`config.mk`:
```
export PLATFORM = sky130hd
export DESIGN_NAME = integer_to_text_formatter
export DESIGN_NICKNAME = d
export VERILOG_FILES = /design/src/sv/itf_pkg.sv /design/src/sv/itf_digit_unit.sv /design/src/sv/itf_ctrl.sv /design/src/sv/integer_to_text_formatter.sv
export VERILOG_INCLUDE_DIRS = /design/src /design/src/sv
export SDC_FILE = /design/constraint.sdc
export NUM_CORES = 1
export LEC_CHECK = 0
export BUFFER_PORTS_ARGS = -buffer_cell sky130_fd_sc_hd__buf_4
export CORE_MARGIN = 3
export CORE_UTILIZATION = 60
export DETAILED_ROUTE_END_ITERATION = 8
export GPL_TIMING_DRIVEN = 0
export PLACE_DENSITY = 0.8
export RECOVER_POWER = 50
export SKIP_LAST_GASP = 1
export SLEW_MARGIN = 15
export SYNTH_ARGS = -nofsm -noshare
export SYNTH_HDL_FRONTEND = slang
export SYNTH_SLANG_ARGS = --single-unit
```
`constraint.sdc`:
```
create_clock -name i_clk -period 20.7 [get_ports i_clk]
set_input_delay 0 -clock i_clk [delete_from_list [all_inputs] [get_ports i_clk]]
set_output_delay 0 -clock i_clk [all_outputs]
set_load 0.01 [all_outputs]
```
`src/sv/integer_to_text_formatter_defines.svh`:
```
// Assertion macros shared by the integer_to_text_formatter RTL.
// No dependencies; include before any module that asserts.
`ifndef INTEGER_TO_TEXT_FORMATTER_DEFINES_SVH
`define INTEGER_TO_TEXT_FORMATTER_DEFINES_SVH
`ifndef SYNTHESIS
`define ITF_ASSERT_CLK(lbl, clk, rstn, prop, msg) \
    lbl: assert property (@(posedge clk) disable iff (!rstn) prop) else $error(msg);
`define ITF_ASSERT(lbl, prop, msg) `ITF_ASSERT_CLK(lbl, i_clk, i_rst_n, prop, msg)
`else
`define ITF_ASSERT_CLK(lbl, clk, rstn, prop, msg)
`define ITF_ASSERT(lbl, prop, msg)
`endif
`endif

```
`src/sv/itf_pkg.sv`:
```
// Package for the integer-to-text formatter: defaults, character codes,
// sequencer states and the control/status words between sequencer and digit unit.
package itf_pkg;

    localparam int BUF_MAX_DEF    = 64;
    localparam int VALUE_BITS_DEF = 64;

    localparam logic [7:0] CH_ZERO    = 8'h30;  // '0'
    localparam logic [7:0] CH_MINUS   = 8'h2d;  // '-'
    localparam logic [7:0] CH_HEX_OFS = 8'h57;  // 'a' - 10
    localparam logic [7:0] CH_NUL     = 8'h00;

    typedef enum logic [2:0] {
        S_IDLE,
        S_CONV,
        S_NORM,
        S_LEN,
        S_EMIT
    } t_state;

    typedef enum logic [1:0] {
        DOP_HOLD,
        DOP_LOAD,
        DOP_DABBLE,
        DOP_SHIFT
    } t_dop;

    typedef struct packed {
        t_dop op;
        logic neg;
        logic hex;
    } t_dcmd;

    typedef struct packed {
        logic [3:0] top;
        logic       top_zero;
    } t_dstat;

endpackage

```
`src/sv/itf_digit_unit.sv`:
```
// Digit datapath: magnitude register and a shared shift / add-3 unit that
// builds BCD or hex nibbles and shifts them out top first. Uses itf_pkg.
module itf_digit_unit #(
    parameter int VALUE_BITS = itf_pkg::VALUE_BITS_DEF
) (
    input  logic                  i_clk,
    input  logic [VALUE_BITS-1:0] i_value,
    input  itf_pkg::t_dcmd        i_dcmd,
    output itf_pkg::t_dstat       o_dstat
);
    import itf_pkg::*;

    localparam int ND = (VALUE_BITS * 30103) / 100000 + 1;
    localparam int DW = ND * 4;

    logic [VALUE_BITS-1:0] r_bin, n_bin;
    logic [DW-1:0]         r_dig, n_dig;
    logic [VALUE_BITS-1:0] mag;
    logic [DW-1:0]         adj;

    assign mag = i_dcmd.neg ? (~i_value + 1'b1) : i_value;

    // add 3 to every BCD digit of 5 or more before the shift
    always_comb begin
        for (int k = 0; k < ND; k++) begin
            adj[k*4 +: 4] = (r_dig[k*4 +: 4] >= 4'd5) ? r_dig[k*4 +: 4] + 4'd3
                                                      : r_dig[k*4 +: 4];
        end
    end

    always_comb begin
        n_bin = r_bin;
        n_dig = r_dig;
        unique case (i_dcmd.op)
            DOP_HOLD: ;
            DOP_LOAD: begin
                n_bin = mag;
                n_dig = i_dcmd.hex ? DW'(mag) : '0;
            end
            DOP_DABBLE: begin
                n_dig = {adj[DW-2:0], r_bin[VALUE_BITS-1]};
                n_bin = {r_bin[VALUE_BITS-2:0], 1'b0};
            end
            DOP_SHIFT: n_dig = {r_dig[DW-5:0], 4'd0};
            default: ;
        endcase
    end

    always_ff @(posedge i_clk) begin
        r_bin <= n_bin;
        r_dig <= n_dig;
    end

    assign o_dstat.top      = r_dig[DW-1 -: 4];
    assign o_dstat.top_zero = (r_dig[DW-1 -: 4] == 4'd0);

endmodule

```
`src/sv/itf_ctrl.sv`:
```
// Sequencer: captures the command, steps the digit unit, works out lengths
// and emits one text byte per cycle. Uses itf_pkg and the assertion macros.
`include "integer_to_text_formatter_defines.svh"
module itf_ctrl #(
    parameter int BUF_MAX    = itf_pkg::BUF_MAX_DEF,
    parameter int VALUE_BITS = itf_pkg::VALUE_BITS_DEF
) (
    input  logic            i_clk,
    input  logic            i_rst_n,
    input  logic            start,
    input  logic            i_msb,
    input  logic            i_is_signed,
    input  logic            i_base_hex,
    input  logic [7:0]      i_min_width,
    input  logic [6:0]      i_buf_size,
    input  itf_pkg::t_dstat i_dstat,
    output itf_pkg::t_dcmd  o_dcmd,
    output logic            busy,
    output logic            o_valid,
    output logic [7:0]      o_out_char,
    output logic            o_char_valid,
    output logic            o_is_last,
    output logic [8:0]      o_full_length
);
    import itf_pkg::*;

    localparam int ND  = (VALUE_BITS * 30103) / 100000 + 1;
    localparam int NDW = $clog2(ND + 1);
    localparam int CW  = $clog2(VALUE_BITS);
    localparam logic [10:0] BUF_MAX_L = 11'(BUF_MAX);

    t_state r_state, n_state;

    logic           r_neg, r_empty;
    logic [7:0]     r_minw;
    logic [6:0]     r_bsize, r_count, r_i;
    logic [CW-1:0]  r_cnt;
    logic [NDW-1:0] r_nd;
    logic [8:0]     r_full, r_pad_end;

    logic           r_valid, r_cvalid, r_last;
    logic [7:0]     r_char;
    logic [8:0]     r_ofull;

    // command capture and length math
    logic [6:0] bsize_c;
    logic [8:0] s9, width9, n9, zeros9, full9, frep9, bm1;
    logic       emit_done;

    // emit-side selection
    logic [8:0] i9;
    logic [7:0] dig_ch, e_char;
    logic       e_cvalid, e_last, e_digit;

    assign bsize_c = ({4'd0, i_buf_size} > BUF_MAX_L) ? 7'(BUF_MAX) : i_buf_size;

    assign s9     = {8'd0, r_neg};
    assign width9 = ({1'b0, r_minw} > s9) ? {1'b0, r_minw} - s9 : 9'd0;
    assign n9     = 9'(r_nd);
    assign zeros9 = (width9 > n9) ? width9 - n9 : 9'd0;
    assign full9  = s9 + zeros9 + n9;
    assign frep9  = (r_neg && r_bsize < 7'd2) ? 9'd0 : full9;
    assign bm1    = {2'd0, r_bsize} - 9'd1;

    assign i9     = {2'd0, r_i};
    assign dig_ch = (i_dstat.top >= 4'd10) ? CH_HEX_OFS + {4'd0, i_dstat.top}
                                           : CH_ZERO + {4'd0, i_dstat.top};
    assign emit_done = r_empty || (r_i == r_count);

    always_comb begin
        e_char   = CH_NUL;
        e_cvalid = 1'b1;
        e_last   = 1'b0;
        e_digit  = 1'b0;
        priority if (r_empty) begin
            e_cvalid = 1'b0;
            e_last   = 1'b1;
        end else if (r_i == r_count) begin
            e_last = 1'b1;
        end else if (i9 < s9) begin
            e_char = CH_MINUS;
        end else if (i9 < r_pad_end) begin
            e_char = CH_ZERO;
        end else begin
            e_char  = dig_ch;
            e_digit = 1'b1;
        end
    end

    // next state
    always_comb begin
        n_state = r_state;
        unique case (r_state)
            S_IDLE: if (start) n_state = i_base_hex ? S_NORM : S_CONV;
            S_CONV: if (r_cnt == '0) n_state = S_NORM;
            S_NORM: if (!(i_dstat.top_zero && r_nd > NDW'(1))) n_state = S_LEN;
            S_LEN:  n_state = S_EMIT;
            S_EMIT: if (emit_done) n_state = S_IDLE;
            default: n_state = S_IDLE;
        endcase
    end

    // outputs to the digit unit
    always_comb begin
        o_dcmd.op  = DOP_HOLD;
        o_dcmd.neg = i_is_signed & i_msb;
        o_dcmd.hex = i_base_hex;
        unique case (r_state)
            S_IDLE: if (start) o_dcmd.op = DOP_LOAD;
            S_CONV: o_dcmd.op = DOP_DABBLE;
            S_NORM: if (i_dstat.top_zero && r_nd > NDW'(1)) o_dcmd.op = DOP_SHIFT;
            S_LEN:  ;
            S_EMIT: if (e_digit) o_dcmd.op = DOP_SHIFT;
            default: ;
        endcase
    end

    assign busy = (r_state != S_IDLE);

    always_ff @(posedge i_clk) begin
        if (!i_rst_n) begin
            r_state <= S_IDLE;
            r_valid <= 1'b0;
        end else begin
            r_state <= n_state;
            r_valid <= (r_state == S_EMIT);
        end
    end

    always_ff @(posedge i_clk) begin
        unique case (r_state)
            S_IDLE: begin
                if (start) begin
                    r_neg   <= i_is_signed & i_msb;
                    r_minw  <= i_min_width;
                    r_bsize <= bsize_c;
                    r_cnt   <= CW'(VALUE_BITS - 1);
                    r_nd    <= NDW'(ND);
                end
            end
            S_CONV: r_cnt <= r_cnt - 1'b1;
            S_NORM: if (i_dstat.top_zero && r_nd > NDW'(1)) r_nd <= r_nd - 1'b1;
            S_LEN: begin
                r_full    <= frep9;
                r_pad_end <= s9 + zeros9;
                r_empty   <= (r_bsize == 7'd0);
                r_count   <= (r_bsize == 7'd0) ? 7'd0
                           : (frep9 < bm1) ? frep9[6:0] : bm1[6:0];
                r_i       <= 7'd0;
            end
            S_EMIT: r_i <= r_i + 1'b1;
            default: ;
        endcase
    end

    always_ff @(posedge i_clk) begin
        r_char   <= e_char;
        r_cvalid <= e_cvalid;
        r_last   <= e_last;
        r_ofull  <= r_full;
    end

    assign o_valid       = r_valid;
    assign o_out_char    = r_char;
    assign o_char_valid  = r_cvalid;
    assign o_is_last     = r_last;
    assign o_full_length = r_ofull;

    `ITF_ASSERT(a_gap_after_last, o_valid && o_is_last |=> !o_valid, "word right after last")
    `ITF_ASSERT(a_invalid_is_last, o_valid && !o_char_valid |-> o_is_last, "empty word not last")
    `ITF_ASSERT(a_emit_in_range, r_state == S_EMIT && !r_empty |-> r_i <= r_count, "index past count")
    `ITF_ASSERT(a_digits_nonzero, r_state == S_NORM || r_state == S_LEN |-> r_nd != '0, "no digits")
    `ITF_ASSERT(a_busy_when_valid, o_valid && !o_is_last |-> busy, "idle mid text")

endmodule

```
`src/sv/integer_to_text_formatter.sv`:
```
// Top level of the integer-to-text formatter: sequencer plus digit unit.
// Depends on itf_pkg, itf_ctrl and itf_digit_unit.
//
//  channel | direction | handshake                | words
//  --------+-----------+--------------------------+----------------------------------
//  command | in        | start high, busy low     | value, sign, base, width, buffer
//  text    | out       | o_valid, no stall        | char, char_valid, last, full length
//
// Steps per command: a load, VALUE_BITS shift/add-3 steps for decimal (none for
// hex), up to ND-1 leading-zero shifts plus a check that finds the top digit, a length
// step, then one output word per cycle: count+1 words, count <= min(buf_size,BUF_MAX)-1.
// The single shared digit register and its shift/add-3 unit set this sequence.
// Reset is synchronous and returns the sequencer to idle; no clearing pass.
// The receiver cannot stall: each word is shown for exactly one cycle.
module integer_to_text_formatter #(
    parameter int BUF_MAX    = itf_pkg::BUF_MAX_DEF,
    parameter int VALUE_BITS = itf_pkg::VALUE_BITS_DEF
) (
    input  logic        i_clk,
    input  logic        i_rst_n,
    input  logic        start,
    output logic        busy,
    input  logic [63:0] i_value,
    input  logic        i_is_signed,
    input  logic        i_base_hex,
    input  logic [7:0]  i_min_width,
    input  logic [6:0]  i_buf_size,
    output logic        o_valid,
    output logic [7:0]  o_out_char,
    output logic        o_char_valid,
    output logic        o_is_last,
    output logic [8:0]  o_full_length
);
    import itf_pkg::*;

    t_dcmd  dcmd;
    t_dstat dstat;

    itf_digit_unit #(
        .VALUE_BITS(VALUE_BITS)
    ) u_digit (
        .i_clk   (i_clk),
        .i_value (i_value[VALUE_BITS-1:0]),
        .i_dcmd  (dcmd),
        .o_dstat (dstat)
    );

    itf_ctrl #(
        .BUF_MAX   (BUF_MAX),
        .VALUE_BITS(VALUE_BITS)
    ) u_ctrl (
        .i_clk        (i_clk),
        .i_rst_n      (i_rst_n),
        .start        (start),
        .i_msb        (i_value[VALUE_BITS-1]),
        .i_is_signed  (i_is_signed),
        .i_base_hex   (i_base_hex),
        .i_min_width  (i_min_width),
        .i_buf_size   (i_buf_size),
        .i_dstat      (dstat),
        .o_dcmd       (dcmd),
        .busy         (busy),
        .o_valid      (o_valid),
        .o_out_char   (o_out_char),
        .o_char_valid (o_char_valid),
        .o_is_last    (o_is_last),
        .o_full_length(o_full_length)
    );

endmodule
```
==> results of run 1 <==
cells by family (layout without fill, tap and decap cells):
kind of cell | after synthesis | in the layout
buffers and inverters | 141 | 360
adder cells (fa/ha/maj) | 81 | 81
flip-flops | 226 | 226
AO/OA/AOI/OAI | 393 | 393
XOR/XNOR | 121 | 121
multiplexers | 27 | 27
AND/OR/NAND/NOR | 431 | 431
other | 1 | 2
cells in the final DEF, fill, tap and decap left out, drive strengths merged, types with 6 or more instances in the layout:
master       Yosys  final
edfxtp         204    204
a21oi          123    123
o21ai          122    122
nor2           120    120
nand2          120    120
clkbuf          48    114
buf             10     82
inv             81     80
ha              79     79
dlygate4sd3      0     71
xnor2           61     61
xor2            60     60
nand2b          36     36
nor3            30     30
a22oi           28     28
mux2            24     24
nor3b           24     24
dfxtp           22     22
a21o            18     18
nor2b           13     13
a31oi           13     13
and2            13     13
nor4            11     11
or2             11     11
clkinv           2     11
and3            10     10
o221ai          10     10
a221o           10     10
or3             10     10
o21a             9      9
o31ai            9      9
nand3            8      8
o211ai           6      6
o41ai            6      6
or4              6      6
metrics by stage:
stage | setup slack (ns) | std cells | cell area (um2)
global route | 12.25 | 1954 | 16690
CTS | 12.88 | 1953 | 16830
finish | 12.81 | 1954 | 16690
detailed placement | 12.93 | 1839 | 15340
floorplan | 14.19 | 1421 | 14100
global placement | 13.13 | 1837 | 15270
worst min-delay path, cell delays in order:
cell                      delay, ns
sky130_fd_sc_hd__buf_4         0.08
sky130_fd_sc_hd__inv_1         0.05
sky130_fd_sc_hd__xnor2_1       0.14
sky130_fd_sc_hd__nand2_1       0.07
sky130_fd_sc_hd__nand2_1       0.04
metal layers:
| layer | track usage, % | wire length (um) |
|---|---|---|
| met1 | 39.78 | 15310 |
| met2 | 49.49 | 18040 |
| met3 | 4.370 | 3779 |
| met4 | 10.47 | 1330 |
| met5 | 0 | 25 |
where the power goes:
group	switching [mW]	leakage [nW]	total, mW	internal, mW
sequential	0.150	2.14	1.01	0.860
clock	0.180	0.391	0.429	0.249
combinational	0.839	3.78	1.33	0.494
total	1.17	6.31	2.77	1.60
worst paths after layout:
check / endpoint / cells past startpoint
setup / recovery: u_ctrl.r_count[6]$_SDFFCE_PP0P_ / 30
hold / removal: u_digit.r_dig[14]$_DFFE_PP_ / 5
setup reg to reg: u_ctrl.r_count[6]$_SDFFCE_PP0P_ / 30
hold reg to reg: u_ctrl.o_full_length[5]$_DFF_P_ / 0
Yosys cell counts (6+ instances only):
cell,count
sky130_fd_sc_hd__edfxtp_1,204
sky130_fd_sc_hd__clkbuf_1,47
sky130_fd_sc_hd__and2_1,12
sky130_fd_sc_hd__and3_1,10
sky130_fd_sc_hd__xnor2_1,61
sky130_fd_sc_hd__a31oi_1,13
sky130_fd_sc_hd__mux2_2,24
sky130_fd_sc_hd__inv_1,81
sky130_fd_sc_hd__a21oi_1,123
sky130_fd_sc_hd__nor2b_1,13
sky130_fd_sc_hd__nand2b_1,36
sky130_fd_sc_hd__nand3_1,8
sky130_fd_sc_hd__nor3_1,28
sky130_fd_sc_hd__or2_2,9
sky130_fd_sc_hd__buf_1,7
sky130_fd_sc_hd__a221o_1,10
sky130_fd_sc_hd__ha_1,79
sky130_fd_sc_hd__o31ai_1,9
sky130_fd_sc_hd__or3_1,8
sky130_fd_sc_hd__nand2_1,119
sky130_fd_sc_hd__a22oi_1,28
sky130_fd_sc_hd__dfxtp_1,22
sky130_fd_sc_hd__o221ai_1,10
sky130_fd_sc_hd__o211ai_1,6
sky130_fd_sc_hd__o21ai_0,122
sky130_fd_sc_hd__nor3b_1,23
sky130_fd_sc_hd__o21a_1,9
sky130_fd_sc_hd__xor2_1,60
sky130_fd_sc_hd__a21o_1,18
sky130_fd_sc_hd__nor2_1,120
sky130_fd_sc_hd__nor4_1,9
cell type report:
| type | count | area [um2] |
|---|---|---|
| timing repair buffer | 176 | 1413 |
| fill | 1588 | 6157 |
| clock buffer | 33 | 739.5 |
| multi-input combinational | 1054 | 6990 |
| tap | 313 | 391.6 |
| buffer | 58 | 227.7 |
| sequential | 226 | 6566 |
| clock inverter | 10 | 45.04 |
| inverter | 83 | 314.1 |
| antenna | 1 | 2.502 |
flip-flops by register name, summed over array words and instances (netlist names), 3 cells and up:
signal                cells
u_ctrl.o_full_length      9
u_ctrl.o_out_char         7
u_ctrl.r_bsize            7
u_ctrl.r_cnt              6
u_ctrl.r_count            7
u_ctrl.r_full             9
u_ctrl.r_i                7
u_ctrl.r_minw             8
u_ctrl.r_nd               5
u_ctrl.r_pad_end          9
u_ctrl.r_state            3
u_digit.r_bin            64
u_digit.r_dig            80
==> results list, run 1 <==
* Power per cell area: roughly 170 nW/um2
- Required arrival time at the worst endpoint: between 20 and 25 ns
- The number of setup buffers added after CTS is 0.
* Yosys cell types: slightly above 80
* First-pass GRT wire length: 61510 um
- Kind of end point of the critical path: flip-flop
- The detail route stage leaves a number of antenna-violating nets equal to 0.
- Number of global-route vias before repair: ~12000
* Maximum number of pins on one net before global-route repair: 65
- FFs w/ async S/R, synth: 0%
- Iteration count of the initial detailed-routing pass: 5
* Worst Clk Skew: ~0.017 ns
- At the later pin of the worst-skew pair, clock insertion delay measures between 0.5 and 0.6 ns.
* Max_cap viols: 4
- Yosys printed 0 warnings.
* EDFF count, synth: 204
- No sink is reached through more buffers than the 3 on the longest clock path.
- Area share of fa/ha/maj cells after synthesis: 7.292%
- Violations in the final reports: max-capacitance violations, max-slew violations
- TritonCTS built the clock tree.
- Number of core rows: 55
* Fraction of synthesized area in multiplexers: between 2 and 2.5%
- Number of hold-repair buffers added at the cts stage: around 70
- For the finished layout, the period the worst path requires is 7.889 ns.
* Setup slack on the worst flop-to-flop path: roughly 13 ns
* Min-delay worst type: primary input to flip-flop
- Setup repair after global routing left no endpoint under its margin.
- STA classifies the critical path startpoint as a flip-flop.
* Critical Path Source: u_ctrl.r_neg$_DFFE_PP_
- By area the synthesized netlist is led by sky130_fd_sc_hd__edfxtp_1 43%, sky130_fd_sc_hd__ha_1 7.0%, sky130_fd_sc_hd__a21oi_1 4.4%.
* Final Util: between 70% and 80%
* Largest voltage drop on the vdd net: approximately 110 uV
* Total Routed Length: roughly 38000 um
- The number of buffers and inverters on the critical path is 2.
* Actual slew at the worst max-slew pin: 3.697 ns
- After legalization and detailed placement, the total HPWL measured 26110 um.
- Max-slew headroom at the worst pin: -146.4%
- The number of nets handed over by synthesis was about 1600.
- Iteration-0 DRC count of the detailed router: about 1500
* Clock root cell: sky130_fd_sc_hd__clkbuf_16
- Clock Pin Slew Worst Setup and Hold Paths: 0.06 ns
- Aggregate global routing overflow: 0
* Worst hold margin: between 0.02 and 0.025 ns
- Starting Density: around 62%
- Crit path max-delay cell type: sky130_fd_sc_hd__a221oi_1
- Derived from the worst setup path, the maximum achievable clock frequency is 126.8 MHz.
* Simple-gate share of the synthesized area: 15.51%
- By area, the combinational part of the netlist is dominated by compound AO/OA/AOI/OAI gates.
- Arrival time worst endpoint: slightly above 8 ns
- Post-synthesis xor/xnor area fraction: 7.514%
* Synth top area share: 43.44%
- The worst register-to-register path begins at u_ctrl.r_neg$_DFFE_PP_.
* Die height: roughly 160 um
* Total Nets Final: between 1500 and 2000
- Initial antenna violation count: 1
* Final-report max-slew violation count: about 180
* Startpoint of the worst hold path: i_value[14]
- Share of synthesized area occupied by flip-flops and latches: a little under half
* Static leakage: 6.310 nW
* Result of the run: complete, but fails checks
- Placeable core region: ~23000 um2
- Of the cells placed in the final design, the portion with a size suffix greater than 1 is between 10% and 20%.
* Most frequently used flop master after synthesis: sky130_fd_sc_hd__edfxtp_1
* Final-report setup violation count: 0
- In this run, synthesis produced a sequential element count of around 230.
- Port-buffer cells: between 100 and 150
* Final TNS setup: 0 ns
- Average size of a mapped cell: about 9.9 um2
* Post-CTS sizing: 0
* DR vias/cell: a little over 6
* Gp weighted congestion: roughly 0.91
- The completed layout was analyzed and its total power is roughly 2.8 mW.
* Most Frequent Cell on Critical Path: sky130_fd_sc_hd__ha_1
- Mapped Cells: about 1400
* Top-level port count: around 110
- Across all layers, the routed design uses between 10000 and 15000 vias.
- TritonCTS buffer count: 24
- Die extent in x: 159.3 um
- Largest incremental delay on the critical path: 0.63 ns
- For this run, design rule violations remaining after detail routing come to 0.
- Family with the most delay on the worst path: compound AO/OA/AOI/OAI gates
- WL/cell: roughly 20 um
- Critical-path maximum fanout: 10
- Fin crit share: 38.11%
- H-tree levels: 1
- The die covers between 20000 and 30000 um2.
- Final hold viol count: 0
* Clock sinks: roughly 230
- In this run the cell area of the synthesized design comes to 14100 um2.
- By startpoint and endpoint, the worst setup path is classified as flip-flop to flip-flop.
- Summing the areas of all compound-gate instances in the mapped netlist gives between 10% and 20% of the synthesized area.
* Area growth from synthesis to layout: 18.34%
- Of all cell types, the one taking the most synthesized area is sky130_fd_sc_hd__edfxtp_1.
* All-layer global routing usage: 29.64%
Note: power is estimated with default switching activity, not from simulation.
==> inputs of run 2 (changes only) <==
- clock period: 20.7 -> 8.08 ns (I/O delays scaled with it)
==> run 2 against run 1 <==
Against the previous run: the flow still finishes with violations (max-capacitance violations, max-slew violations); hold slack is essentially flat; cell area is essentially flat; total power rose to 2.6 times the previous value; global-route usage unchanged; critical path depth is the same; sequential power rose to 2.6 times the previous value; clock power rose to 2.6 times the previous value; fmax up 4.1%; sequential share of layout area barely moved; core utilization about the same; critical endpoint unchanged; largest cell class unchanged; highest routed layer unchanged.
==> results list, run 2 (same netlist as run 1, synthesis figures left out) <==
- Result of the run: complete, but fails checks
* Violations in the final reports: max-capacitance violations, max-slew violations
- Critical path launch point type: flip-flop
- Worst Reg2Reg Path Length in Cells: 30 (unchanged)
- The instance count along the most critical hold path was 5 (unchanged).
- The total wirelength of the detailed-routed design was 38550 um (+0.17%).
- The final instance area was 16700 um2 (about the same).
* Filler Cell Count: 1586 (-0.13%)
* Register with the most flip-flops: u_digit.r_dig
- The initial antenna violation count is 1 (unchanged).
- The transition time at the pin with the least slew margin is 3.679 ns (-0.01746 ns).
- The vertical die dimension is 159.3 um (unchanged).
* Aggregate global routing overflow: 0 (unchanged)
* Kind of end point of the critical path: flip-flop
- Layout cells sized above 1: 10.61% (+0.12 points)
- The number of violations of the max-capacitance limit came to 4 (unchanged).
- The first-iteration detailed-routing DRC count was 1457 (-0.27%).
- The HPWL after detailed placement is 26110 um (unchanged).
- Die extent in x: 159.3 um (unchanged)
- The pin count of the biggest net entering global routing is 65 (unchanged).
- Routed metal-1 wirelength: 15580 um (+1.8%)
- Most frequent cells in the layout: 204 x sky130_fd_sc_hd__edfxtp_1, 123 x sky130_fd_sc_hd__a21oi_1, 122 x sky130_fd_sc_hd__o21ai_0
* TritonCTS buffer count: 24 (unchanged)
- Final hold viol count: 0 (unchanged)
- The routed length on met2 is 18050 um (about the same).
- First-pass GRT wire length: 61510 um (unchanged)
- The clock latency reported for the late side of the worst-skew pair was 0.53 ns (about the same).
* Fmax: 131.9 MHz (+4.1%)
* Starting Density: 61.73% (unchanged)
* Max-slew headroom at the worst pin: -145.3% (+1.2 points)
- Clock root cell: sky130_fd_sc_hd__clkbuf_16
- The routed length per instance was 19.73 um (+0.17%).
- Multi-input gate area: 7002 um2 (+0.16%)
- The number of nets in the layout was 1788 (unchanged).
- Start-to-end type of the worst setup path: flip-flop to flip-flop
- The relative area change from synthesis to final layout is 18.42% (about the same).
* Port-buffer cells: 103 (unchanged)
- Gp weighted congestion: 0.9147 (unchanged)
* Max FFs per register: 80 (unchanged)
- The minimum setup slack after placement was 0.3144 ns (-12.62 ns).
* Arrival time worst endpoint: 7.83 ns (-0.31 ns)
- The buffer depth of the longest clock path is 3 (unchanged).
* Largest voltage drop on the vdd net: 273.3 uV (+160%)
- RSZ-0062 raised after global routing: false
- The largest stage delay on the critical path is 0.53 ns (-0.10 ns).
- The biggest fanout along the worst timing path was 10 (unchanged).
- The placeable core region was 22850 um2 (unchanged).
- The placed standard-cell area was 15340 um2 (unchanged).
- TritonCTS clock tree: yes
- In the final layout, the registers with the most flip-flops are u_digit.r_dig (80), u_digit.r_bin (64).
- Worst Clk Skew: 0.02149 ns (+0.004720 ns)
- The number of levels the H-tree was split into was 1 (unchanged).
* Crit path max-delay cell type: sky130_fd_sc_hd__edfxtp_1
- The wire length on met3 is 3596 um (-4.8%).
* Number of global-route vias before repair: 11920 (unchanged)
* Die ar.: 25380 um2 (unchanged)
* Min-delay worst type: primary input to flip-flop
- Static leakage: 6.313 nW (about the same)
* Number of remaining DRC errors: 0 (unchanged)
- The combined global-route utilization of all metal layers came to 29.64% (unchanged).
- The mean number of vias per cell is 6.157 (-0.14%).
- Top routing layer in use: met5
* Final TNS setup: 0 ns (unchanged)
- Leaving out fill and tap cells, the most frequent cell in the layout is sky130_fd_sc_hd__edfxtp_1.
- Sequential standard cell area: 6566 um2 (unchanged)
* Final-report max-slew violation count: 176 (unchanged)
- Iteration count of the initial detailed-routing pass: 5 (unchanged)
* Number of core rows: 55 (unchanged)
- The most numerous cell type found on the critical path is sky130_fd_sc_hd__ha_1.
- The required time at the endpoint of the critical path came to 8.33 ns (-12.62 ns).
* Clock Pin Slew Worst Setup and Hold Paths: 0.06 ns (about the same)
- The power density normalized to cell area came to 426.4 nW/um2 (+160%).
- The count of final setup violators came to 0 (unchanged).
- Fin crit share: 93.80% (+56 points)
- Clock sinks: 226 (unchanged)
- Top-level port count: 105 (unchanged)
- The slack of the critical path was 0.5013 ns (-12.31 ns).
- Post-CTS setup-driven buffer insertion count: 0 (unchanged)
- Crit path time final: 7.579 ns (-0.3105 ns)
- The total via count after detailed routing is 12030 (-0.14%).
* Routed Antenna Nets: 0 (unchanged)
-- run 2: cell counts in the layout (fill, tap and decap cells not counted) --
Identical to the previous run, type by type.
-- run 2: final timing paths --
kind / start / end / slack, ns
worst max-delay path: u_ctrl.r_neg$_DFFE_PP_ / u_ctrl.r_count[6]$_SDFFCE_PP0P_ / 0.50
worst min-delay path: i_value[14] / u_digit.r_dig[14]$_DFFE_PP_ / 0.02
worst max register to register: u_ctrl.r_neg$_DFFE_PP_ / u_ctrl.r_count[6]$_SDFFCE_PP0P_ / 0.50
worst min register to register: u_ctrl.r_full[5]$_DFFE_PP_ / u_ctrl.o_full_length[5]$_DFF_P_ / 0.34
-- run 2: cell type report --
| type | count | share of cell area, % |
|---|---|---|
| diodes | 1 | 0.01498 |
| plain buffers | 58 | 1.363 |
| clock buffers | 33 | 4.428 |
| clock inverters | 10 | 0.2697 |
| inverters | 83 | 1.880 |
| multi-input cells | 1054 | 41.92 |
| flip-flops and latches | 226 | 39.32 |
| well taps | 313 | 2.345 |
| repair buffers | 176 | 8.458 |
-- run 2: per-layer routing --
metal	vias up	GRT usage, %
li1	5566	-
met5	-	0
met4	2	10.47
met2	665	49.49
met1	5684	39.78
met3	114	4.370
-- run 2: timing repair --
| action | CTS | global route |
|---|---|---|
| endpoints found under the hold margin | 106 | 0 |
| endpoints found under the setup margin | 0 | 7 |
| hold buffers | 71 | 0 |
| resized for setup | 0 | 2 |
-- run 2: report_power, final --
group	internal, mW	total (mW)	switching [mW]
Clock	0.637	1.10	0.464
Combinational	1.27	3.44	2.16
Sequential	2.20	2.58	0.381
Total	4.11	7.12	3.01
-- run 2: critical path: cells and delay by family (launching register included) --
| kind | cells | cell delay, ns |
|---|---|---|
| AOI/OAI and AO/OA | 12 | 2.69 |
| xor gates and xnor gates | 2 | 0.47 |
| adders and majority gates | 6 | 1.69 |
| buffers and inverters | 3 | 0.79 |
| DFF | 1 | 0.53 |
| muxes | 1 | 0.16 |
| and+or+nand+nor | 6 | 0.95 |
-- run 2: metrics by stage --
stage / cells / hold WS (ns) / total power, mW / utilization, %
3_5_place_dp: 1839 / 0.1796 / 5.899 / 67.12
3_3_place_gp: 1837 / 0.1783 / 5.721 / 66.83
6_report: 1954 / 0.02363 / 7.122 / 73.10
4_1_cts: 1953 / 0.01141 / 7.060 / 73.67
5_1_grt: 1954 / 0.05537 / 7.640 / 73.10
2_1_floorplan: 1421 / 0.09887 / 4.885 / -
